$ cat src/cses_fifo.sv
// ----------------------------------------------------------------------------
// cses_fifo: small synchronous queue
// Register-array queue with first-word fall-through read and a fill count.
// ----------------------------------------------------------------------------
module cses_fifo #(
  parameter int WIDTH = 8,
  parameter int DEPTH = 2
) (
  input  logic                       clk_i,
  input  logic                       rst_ni,
  input  logic                       wr_en_i,
  input  logic [WIDTH-1:0]           wr_data_i,
  input  logic                       rd_en_i,
  output logic [WIDTH-1:0]           rd_data_o,
  output logic                       full_o,
  output logic                       empty_o,
  output logic [$clog2(DEPTH+1)-1:0] count_o
);

  localparam int PtrW = (DEPTH > 1) ? $clog2(DEPTH) : 1;
  localparam int CntW = $clog2(DEPTH + 1);
  localparam logic [PtrW-1:0] LastPtr = PtrW'(DEPTH - 1);

  logic [WIDTH-1:0] mem_q [DEPTH];
  logic [PtrW-1:0]  wr_ptr_q, wr_ptr_d, rd_ptr_q, rd_ptr_d;
  logic [CntW-1:0]  count_q, count_d;
  logic             do_wr, do_rd;

  assign do_wr = wr_en_i && (count_q != CntW'(DEPTH));
  assign do_rd = rd_en_i && (count_q != '0);

  // pointer and count update
  always_comb begin
    wr_ptr_d = wr_ptr_q;
    rd_ptr_d = rd_ptr_q;
    count_d  = count_q;
    if (do_wr) begin
      wr_ptr_d = (wr_ptr_q == LastPtr) ? '0 : wr_ptr_q + PtrW'(1);
    end
    if (do_rd) begin
      rd_ptr_d = (rd_ptr_q == LastPtr) ? '0 : rd_ptr_q + PtrW'(1);
    end
    if (do_wr && !do_rd) begin
      count_d = count_q + CntW'(1);
    end else if (!do_wr && do_rd) begin
      count_d = count_q - CntW'(1);
    end
  end

  always_ff @(posedge clk_i or negedge rst_ni) begin
    if (!rst_ni) begin
      wr_ptr_q <= '0;
      rd_ptr_q <= '0;
      count_q  <= '0;
    end else begin
      wr_ptr_q <= wr_ptr_d;
      rd_ptr_q <= rd_ptr_d;
      count_q  <= count_d;
    end
  end

  // storage
  always_ff @(posedge clk_i) begin
    if (do_wr) begin
      mem_q[wr_ptr_q] <= wr_data_i;
    end
  end

  assign rd_data_o = mem_q[rd_ptr_q];
  assign full_o    = (count_q == CntW'(DEPTH));
  assign empty_o   = (count_q == '0);
  assign count_o   = count_q;

endmodule

$ cat config.mk
export PLATFORM = sky130hd
export DESIGN_NAME = cses_fifo
export DESIGN_NICKNAME = d
export VERILOG_FILES = /design/src/cses_fifo.sv
export SDC_FILE = /design/constraint.sdc
export NUM_CORES = 1
export LEC_CHECK = 0
export BUFFER_PORTS_ARGS = -buffer_cell sky130_fd_sc_hd__buf_2
export CAP_MARGIN = 10
export CORE_UTILIZATION = 51
export DETAILED_ROUTE_END_ITERATION = 7
export PLACE_DENSITY = 0.79
export RECOVER_POWER = 50
export SYNTH_ARGS = -nofsm -noshare
export SYNTH_HDL_FRONTEND = slang
export SYNTH_SLANG_ARGS = --single-unit
export TNS_END_PERCENT = 50
$ cat constraint.sdc
create_clock -name clk_i -period 3 [get_ports clk_i]
set_clock_uncertainty 0.05 [all_clocks]
set_input_delay 0.45 -clock clk_i [delete_from_list [all_inputs] [get_ports clk_i]]
set_output_delay 0.45 -clock clk_i [all_outputs]
set_load 0.05 [all_outputs]
==> impl_metrics.json <==
{
  "crit_required_ns": 2.50,
  "synth_warnings": 0,
  "post_drt_wl_per_cell_um": 14.6,
  "synth_common_cells": "edfxtp_1 (16), mux2_1 (6), dfrtp_1 (4)",
  "cts_tree": "built",
  "ios": 24,
  "finalSetupTns_ns": 0,
  "nFillCells": 101,
  "cts_root_buf": "clkbuf_4",
  "crit_buf_inv": 1,
  "nets": 85,
  "yosysTopAreaCellShare": 0.614,
  "period_share": 0.655,
  "antenna_found_initial": 0,
  "grt_usage": 0.181,
  "grt-ovfl-total": 0,
  "io_buffers": 23,
  "worstSetupPathType": "flip-flop to primary output",
  "synthCells": 44,
  "core_sq_um": 1370,
  "endpoint_kind": "primary output",
  "clk_pin_slew_ns": 0.11,
  "drt_iter0_markers": 9,
  "die_w_um": 41.2,
  "synthFlopType": "edfxtp_1",
  "vias": 433,
  "yosysTopAreaCell": "edfxtp_1",
  "multi_input_area_sq_um": 186,
  "cts_made_buffers": 3,
  "fmax_ghz": 0.509,
  "max-slew-margin-rel": 0.551,
  "ys_types": 15,
  "gp_congestion": 0.660,
  "syn_area_per_cell_sq_um": 17.8,
  "path_max_fanout": 9,
  "final_max_slew_viol_count": 0,
  "ys_top_cells_by_area": "edfxtp_1 (61%), dfrtp_1 (13%), mux2_1 (8.6%)",
  "area_growth_pct": 20.5,
  "via_per_inst": 5.03,
  "dieArea_sq_um": 1690,
  "worst_path_largest_cell_delay_ns": 0.58,
  "ys_ff_latch": 20,
  "h-tree-depth": 1,
  "dieHeight_um": 41.2,
  "num_rows": 13,
  "ys_seq_area_frac": 0.742,
  "max_cap_viol_count": 0,
  "diodes": 0,
  "start_util": 0.572,
  "cts_buffer_depth": 2,
  "critical_path.cell_chain": "mux2_2 -> buf_2",
  "dp_hpwl_um": 931,
  "setup_violations": 0,
  "rsz0062_at_grt": "false",
  "hold_path.class": "primary input to flip-flop",
  "worst_skew_pair.late_latency_ns": 0.29,
  "cts.sinks": 20,
  "grt_max_degree": 12,
  "drcViolationCount": 0,
  "final_hold_viol_count": 0,
  "cp.arrival_ns": 1.46,
  "async_reset_ff_frac": 0.200,
  "synth_area_sq_um": 782,
  "grt_pass1_vias": 422,
  "ant_nets": 0,
  "min_period_ns": 1.96,
  "ff_latch_area_sq_um": 581,
  "syn_nets": 57,
  "drive_above_1_share": 0.380,
  "status": "complete, no violations",
  "startpoint_type": "flip-flop",
  "worstMarginPinSlew_ns": 0.671,
  "drt_wl_total_mm": 1.25,
  "critPathTopFamily": "flip-flops",
  "synth_edf_count": 16,
  "grt_pass1_wl_mm": 1.82,
  "dr.pass1.iters": 4,
  "critPathSlowestCell": "dfrtp_1",
  "synth_most_common_cell": "edfxtp_1"
}
-- cells by family (layout without fill, tap and decap cells) --
group,count (synthesis),in the layout,synth area share
AO/OA/AOI/OAI,1,1,0.00639
XOR/XNOR,5,5,0.0656
adder cells (fa/ha/maj),1,1,0.0160
buffers and inverters,3,30,0.0160
flip-flops,20,20,0.742
multiplexers,8,8,0.115
AND/OR/NAND/NOR,6,6,0.0384
-- worst paths after layout --
| check | from | endpoint | slack [ns] | depth (start not counted) |
|---|---|---|---|---|
| setup / recovery | rd_ptr_q | rd_data_o[6] | 1.04 | 2 |
| hold / removal | wr_data_i[5] | mem_q[1][5] | 0.29 | 1 |
| setup reg to reg | count_o[0] | mem_q[0][0] | 1.28 | 3 |
| min in group asynchronous | rst_ni | count_o[0] | 0.49 | 2 |
| max in group asynchronous | rst_ni | rd_ptr_q | 2.21 | 2 |
| hold reg to reg | wr_ptr_q | wr_ptr_q | 0.49 | 1 |
-- sequential cells by signal, indices dropped and copies added (netlist names) --
| signal | flops |
|---|---|
| count_o | 2 |
| mem_q | 16 |
| wr_ptr_q | 1 |
| rd_ptr_q | 1 |
-- worst register-to-register path: stages, from the launching register on --
cell      delay (ns)
dfrtp_1         0.45
nand2b_1        0.18
nand2_1         0.14
nor2_1          0.55
-- repair_timing --
action | CTS | global route
hold buffers | 1 | 0
gates resized for setup | 0 | 0
buffers inserted | 0 | 0
endpoints found under the hold margin | 4 | 0
-- routing by layer --
layer | track usage | part of all wire
met4 | 0.0726 | 0.015
met5 | 0 | 0
met1 | 0.196 | 0.39
met3 | 0.0326 | 0.034
met2 | 0.340 | 0.56
-- through the flow --
stage / worst slack [ns] / area [sq um] / util / hold WS [ns] / cells
4_1_cts: 1.02 / 947 / 0.693 / 0.287 / 86
5_1_grt: 0.948 / 942 / 0.690 / 0.283 / 86
3_3_place_gp: 1.38 / 911 / 0.667 / 0.212 / 81
2_1_floorplan: 1.16 / 782 / - / 0.104 / 44
3_5_place_dp: 1.30 / 911 / 0.667 / 0.213 / 81
6_report: 1.04 / 942 / 0.690 / 0.289 / 86
-- area by class of cell --
cell class,count,area share
well taps,15,0.0199
clock buffers,3,0.0239
repair buffers,24,0.130
flip-flops and latches,20,0.616
clock inverters,1,0.00398
inverters,2,0.00797
multi-input cells,21,0.198
-- cell usage in the layout, fill, tap and decap left out, drive strengths merged, types with 2 or more instances in the layout --
cell type	instances
mux2	8
inv	2
dfrtp	4
xnor2	3
buf	21
clkbuf	5
edfxtp	16
nor2	3
xor2	2
Power is not shown: default switching activity piles up to over one toggle a cycle in this logic, so the estimate is an artifact.
