===== src/cses_pkg.sv =====
// ----------------------------------------------------------------------------
// cses_pkg: shared types and constants of the CAN signal extract/scale unit
// Config register layout, register indexes, queue item formats and depths.
// ----------------------------------------------------------------------------
package cses_pkg;

  // field widths
  localparam int IdW      = 29;
  localparam int StdIdW   = 11;
  localparam int WordW    = 64;
  localparam int StartW   = 6;
  localparam int LenW     = 7;
  localparam int ScaleW   = 32;
  localparam int OffsetW  = 48;
  localparam int CfgDataW = 48;
  localparam int CfgIdxW  = 3;

  // wide intermediate sum of raw*scale+offset
  localparam int SumW = 98;

  // queue depths
  localparam int MidDepth = 2;
  localparam int OutDepth = 8;
  localparam int OutCntW  = $clog2(OutDepth + 1);

  // config register indexes
  typedef enum logic [CfgIdxW-1:0] {
    REG_MATCH_ID   = 3'd0,
    REG_FIRST_BIT  = 3'd1,
    REG_BIT_LENGTH = 3'd2,
    REG_BYTE_ORDER = 3'd3,
    REG_IS_SIGNED  = 3'd4,
    REG_SCALE      = 3'd5,
    REG_OFFSET     = 3'd6
  } cses_reg_e;

  // bit order codes
  localparam logic ORDER_MOTOROLA = 1'b0;
  localparam logic ORDER_INTEL    = 1'b1;

  // reset values
  localparam logic [IdW-1:0]     RstMatchId   = '0;
  localparam logic [StartW-1:0]  RstFirstBit  = '0;
  localparam logic [LenW-1:0]    RstBitLength = 7'd8;
  localparam logic               RstByteOrder = ORDER_INTEL;
  localparam logic               RstIsSigned  = 1'b0;
  localparam logic [ScaleW-1:0]  RstScale     = 32'd65536;
  localparam logic [OffsetW-1:0] RstOffset    = '0;

  typedef struct packed {
    logic [IdW-1:0]     match_id;
    logic [StartW-1:0]  first_bit;
    logic [LenW-1:0]    bit_length;
    logic               byte_order;
    logic               is_signed;
    logic [ScaleW-1:0]  scale;
    logic [OffsetW-1:0] offset;
  } cses_cfg_t;

  // classified frame handed from front to back
  typedef struct packed {
    logic             matched;
    logic             sign_ext;
    logic [WordW-1:0] raw;
  } cses_mid_t;

  // finished result
  typedef struct packed {
    logic             matched;
    logic [WordW-1:0] raw;
    logic [WordW-1:0] phys;
    logic             sat;
  } cses_res_t;

  // back-end handshake with the two queues
  typedef struct packed {
    logic               mid_empty;
    logic [OutCntW-1:0] out_count;
  } cses_back_stat_t;

endpackage


===== src/cses_front.sv =====
// ----------------------------------------------------------------------------
// cses_front: frame classification and signal extraction
// Matches the identifiers, pulls the signal out of the payload in Intel or
// Motorola order and works out its sign extension.
// ----------------------------------------------------------------------------
module cses_front import cses_pkg::*; #(
  parameter int PAYLOAD_BYTES = 8
) (
  input  logic              push_i,
  input  logic              mid_full_i,
  input  logic [StdIdW-1:0] std_id_i,
  input  logic [IdW-1:0]    ext_id_i,
  input  logic [WordW-1:0]  payload_i,
  input  cses_cfg_t         cfg_i,
  output logic              mid_wr_o,
  output cses_mid_t         mid_item_o
);

  localparam int PayloadBits = PAYLOAD_BYTES * 8;
  localparam logic [WordW-1:0] PayloadMask =
    (PayloadBits >= WordW) ? '1 : ((WordW'(1) << PayloadBits) - WordW'(1));

  logic [LenW-1:0]   len;
  logic [WordW-1:0]  pm, len_mask, intel, mrev, mwin, mflip, moto, raw0, top_sh;
  logic [StartW-1:0] m_start;
  logic              matched, sign_ext;

  // identifier match
  assign matched = ({{(IdW-StdIdW){1'b0}}, std_id_i} == cfg_i.match_id) ||
                   (ext_id_i == cfg_i.match_id);

  // length clamp and mask
  assign len      = (cfg_i.bit_length > LenW'(WordW)) ? LenW'(WordW) : cfg_i.bit_length;
  assign len_mask = ~({WordW{1'b1}} << len);
  assign pm       = payload_i & PayloadMask;

  // intel: plain shift down
  assign intel = (pm >> cfg_i.first_bit) & len_mask;

  // motorola: flip bits within each byte so the walk becomes linear
  always_comb begin
    for (int b = 0; b < WordW / 8; b++) begin
      for (int j = 0; j < 8; j++) begin
        mrev[b*8 + j] = pm[b*8 + 7 - j];
      end
    end
  end

  assign m_start = {cfg_i.first_bit[StartW-1:3], ~cfg_i.first_bit[2:0]};
  assign mwin    = mrev >> m_start;

  always_comb begin
    for (int i = 0; i < WordW; i++) begin
      mflip[i] = mwin[WordW-1-i];
    end
  end

  // first walked bit ends up as the msb of the signal
  assign moto = mflip >> (LenW'(WordW) - len);

  assign raw0 = (cfg_i.byte_order == ORDER_INTEL) ? intel : moto;

  // sign extension from the signal's top bit
  assign top_sh   = raw0 >> (len - LenW'(1));
  assign sign_ext = cfg_i.is_signed && (len != '0) && (len < LenW'(WordW)) && top_sh[0];

  always_comb begin
    mid_item_o.matched  = matched;
    mid_item_o.sign_ext = cfg_i.is_signed;
    mid_item_o.raw      = '0;
    if (matched) begin
      mid_item_o.raw = sign_ext ? (raw0 | ~len_mask) : raw0;
    end
  end

  assign mid_wr_o = push_i && !mid_full_i;

endmodule


===== config.mk =====
export PLATFORM = sky130hd
export DESIGN_NAME = cses_front
export DESIGN_NICKNAME = d
export VERILOG_FILES = /design/src/cses_pkg.sv /design/src/cses_front.sv
export SDC_FILE = /design/constraint.sdc
export NUM_CORES = 1
export LEC_CHECK = 0
export ABC_AREA = 1
export BUFFER_PORTS_ARGS = -buffer_cell sky130_fd_sc_hd__buf_2
export CELL_PAD_IN_SITES_DETAIL_PLACEMENT = 1
export CELL_PAD_IN_SITES_GLOBAL_PLACEMENT = 2
export CORE_MARGIN = 5
export CORE_UTILIZATION = 29
export DETAILED_ROUTE_END_ITERATION = 10
export PLACE_DENSITY = 0.95
export REMOVE_ABC_BUFFERS = 1
export SETUP_SLACK_MARGIN = 0.2
export SLEW_MARGIN = 0
export SYNTH_ARGS = -nofsm -noshare
export SYNTH_HDL_FRONTEND = slang
export SYNTH_SLANG_ARGS = --single-unit

===== constraint.sdc =====
create_clock -name vclk -period 8.1
set_input_delay 0 -clock vclk [all_inputs]
set_output_delay 0 -clock vclk [all_outputs]
set_load 0.1 [all_outputs]

==> summary.txt <==
Drt
  – Length of the first detailed-routing pass in iterations: 5
  – Avg Vias per Cell: slightly above 6
  – DRT iter0 DRCs: 3125
  – WL final: 83700 microns
  – DRC viols: 0
  – Final ANT Viol Nets: 0
  – Total number of vias: 22500
  – Drt wl/cell: 22.9 microns

Timing
  – # setup viols final: 0
  – RSZ-0062 raised after global routing: false
  – Slew margin rel.: 27.4%
  – Final min period: 6350 ps
  – Crit share post-route: 78.4%
  – Fin. max-slew vios: 0
  – Worst-Margin Slew: ~1100 ps
  – Final Hold Viols: 0
  – Total negative setup slack: 0 ps
  – Fmax: 157 MHz

Global route
  – Vias in the first global route: 21400
  – Overflow after GRT: 0
  – First-pass GRT wire length: 126000 microns
  – Largest net degree at the start of global routing: just over 100
  – GRT Overall Usage: 29.6%
  – Initial antenna violation count: 0

Finish
  – Most common cell after layout, fill and taps aside: nand3_1
  – Fill count: between 7000 and 8000
  – Seq_cells: 0
  – Share of cells above drive strength 1: 9.96%
  – Register Area: 0 sq um
  – Clock buf count: 0
  – Most frequent cells in the layout: nand3_1 (1042), nand2_1 (943), buf_2 (215)
  – Area grow syn2layout: 7.69%
  – Antenna cells: 0
  – Post-Route Utilization: 31.7%
  – Final cell count without fillers: 3656
  – Finished Cell Area: approximately 15000 sq um
  – Layout net count: 3278

Worst setup path
  – Slowest library cell on the worst path: nor2_1
  – CP Data Arrival Time: 6350 ps
  – Worst setup path class: in2out
  – CP startpoint kind: input port
  – CP Capture Type: primary output
  – Worst path most repeated cell: nand3_1
  – WP buf/inv: 7
  – Max Fanout on Critical Path: 39
  – Top Family by Delay on Critical Path: simple AND/OR/NAND/NOR gates
  – CP peak stage delay: between 600 and 700 ps
  – CP required: between 8000 and 9000 ps

Placement
  – GP Congestion: 1.06
  – Placed Cells: 3656
  – Port Buf Inserts: roughly 220
  – Area post-placement: 15200 sq um
  – Hpwl dp: 66000 microns

Yosys
  – Sequential area share after synthesis: 0%
  – Post-synthesis cell area: 14100 sq um
  – Mapped Cells: 3025
  – Avg Inst Size Synth: 4.66 sq um
  – Yosys warning total: 0
  – Count of cell types in the netlist: between 40 and 50

Power and ir drop
  – Maximum vdd drop: 85.5 uV
  – Pwr Density: 97.9 nW/um^2
  – Static leakage: between 7 and 8 nW

Floorplanning
  – Ports: 297
  – DIE AREA: between 50000 and 60000 sq um
  – Core Rows: 80
  – Starting Density: between 20 and 30%
  – Die Ht: 230 microns
  – Core area: around 48000 sq um
  – Die Width: 230 microns

Hold path
  – Worst min path class: in2out

CTS
  – CTS Hold Bufs: 0
  – Setup bufs post-CTS: 0
  – Cts repair resizes: 0

Job
  – Max Cap Viol: 0

Status
  – Status: finished clean
stage by stage:
stage	hold slack, ps	worst slack, ps	power [mW]
3_3_place_gp	382	2000	1.41
4_1_cts	391	1960	1.43
5_1_grt	403	1390	1.60
6_report	387	1750	1.49
3_5_place_dp	389	1960	1.43
2_1_floorplan	0	-586	0.887
final timing paths:
path | endpoint | cells after the start | startpoint | slack [ps]
setup / recovery | mid_item_o[22] | 25 | cfg_i[88] | 1750
hold / removal | mid_wr_o | 3 | mid_full_i | 390
per-layer routing:
| metal | share of wire, % | track usage (%) |
|---|---|---|
| met4 | 7.2 | 16.6 |
| met1 | 40 | 39.1 |
| met3 | 9.5 | 3.92 |
| met2 | 43 | 46.4 |
| met5 | 0 | 0 |
report_power, final:
part           switching, mW  total (mW)  internal [mW]
Clock                      0           0              0
Combinational           1.09        1.49          0.396
Sequential                 0           0              0
final cells by class:
type	instances	area (sq um)	area share, %
multi-input combinational	2618	12400	81.5
tap	615	769	5.07
timing repair buffer	257	1400	9.25
inverter	166	631	4.15
cells by family (layout without fill, tap and decap cells):
kind of cell    count (synthesis)  count (layout)  share of synthesized area (%)
fa+ha+maj                       5               5                          0.444
compound gates                376             376                           14.8
simple gates                 2198            2198                           69.8
xor+xnor                       35              35                           2.31
buf+inv                       407             423                           12.3
mux                             4               4                          0.284
cells in the mapped netlist, drive strengths merged (11+ instances only):
cell type     n  area [sq um]
nand4        43           269
a21oi       116           581
nor2        121           521
clkbuf       85           319
nand3      1044          5240
o21ai       177           886
nor3         12          60.1
xnor2        11          96.3
xor2         24           229
nand2       947          3560
inv         162           611
o211ai       39           293
buf         156           793
(Power assumes the default switching activity.)
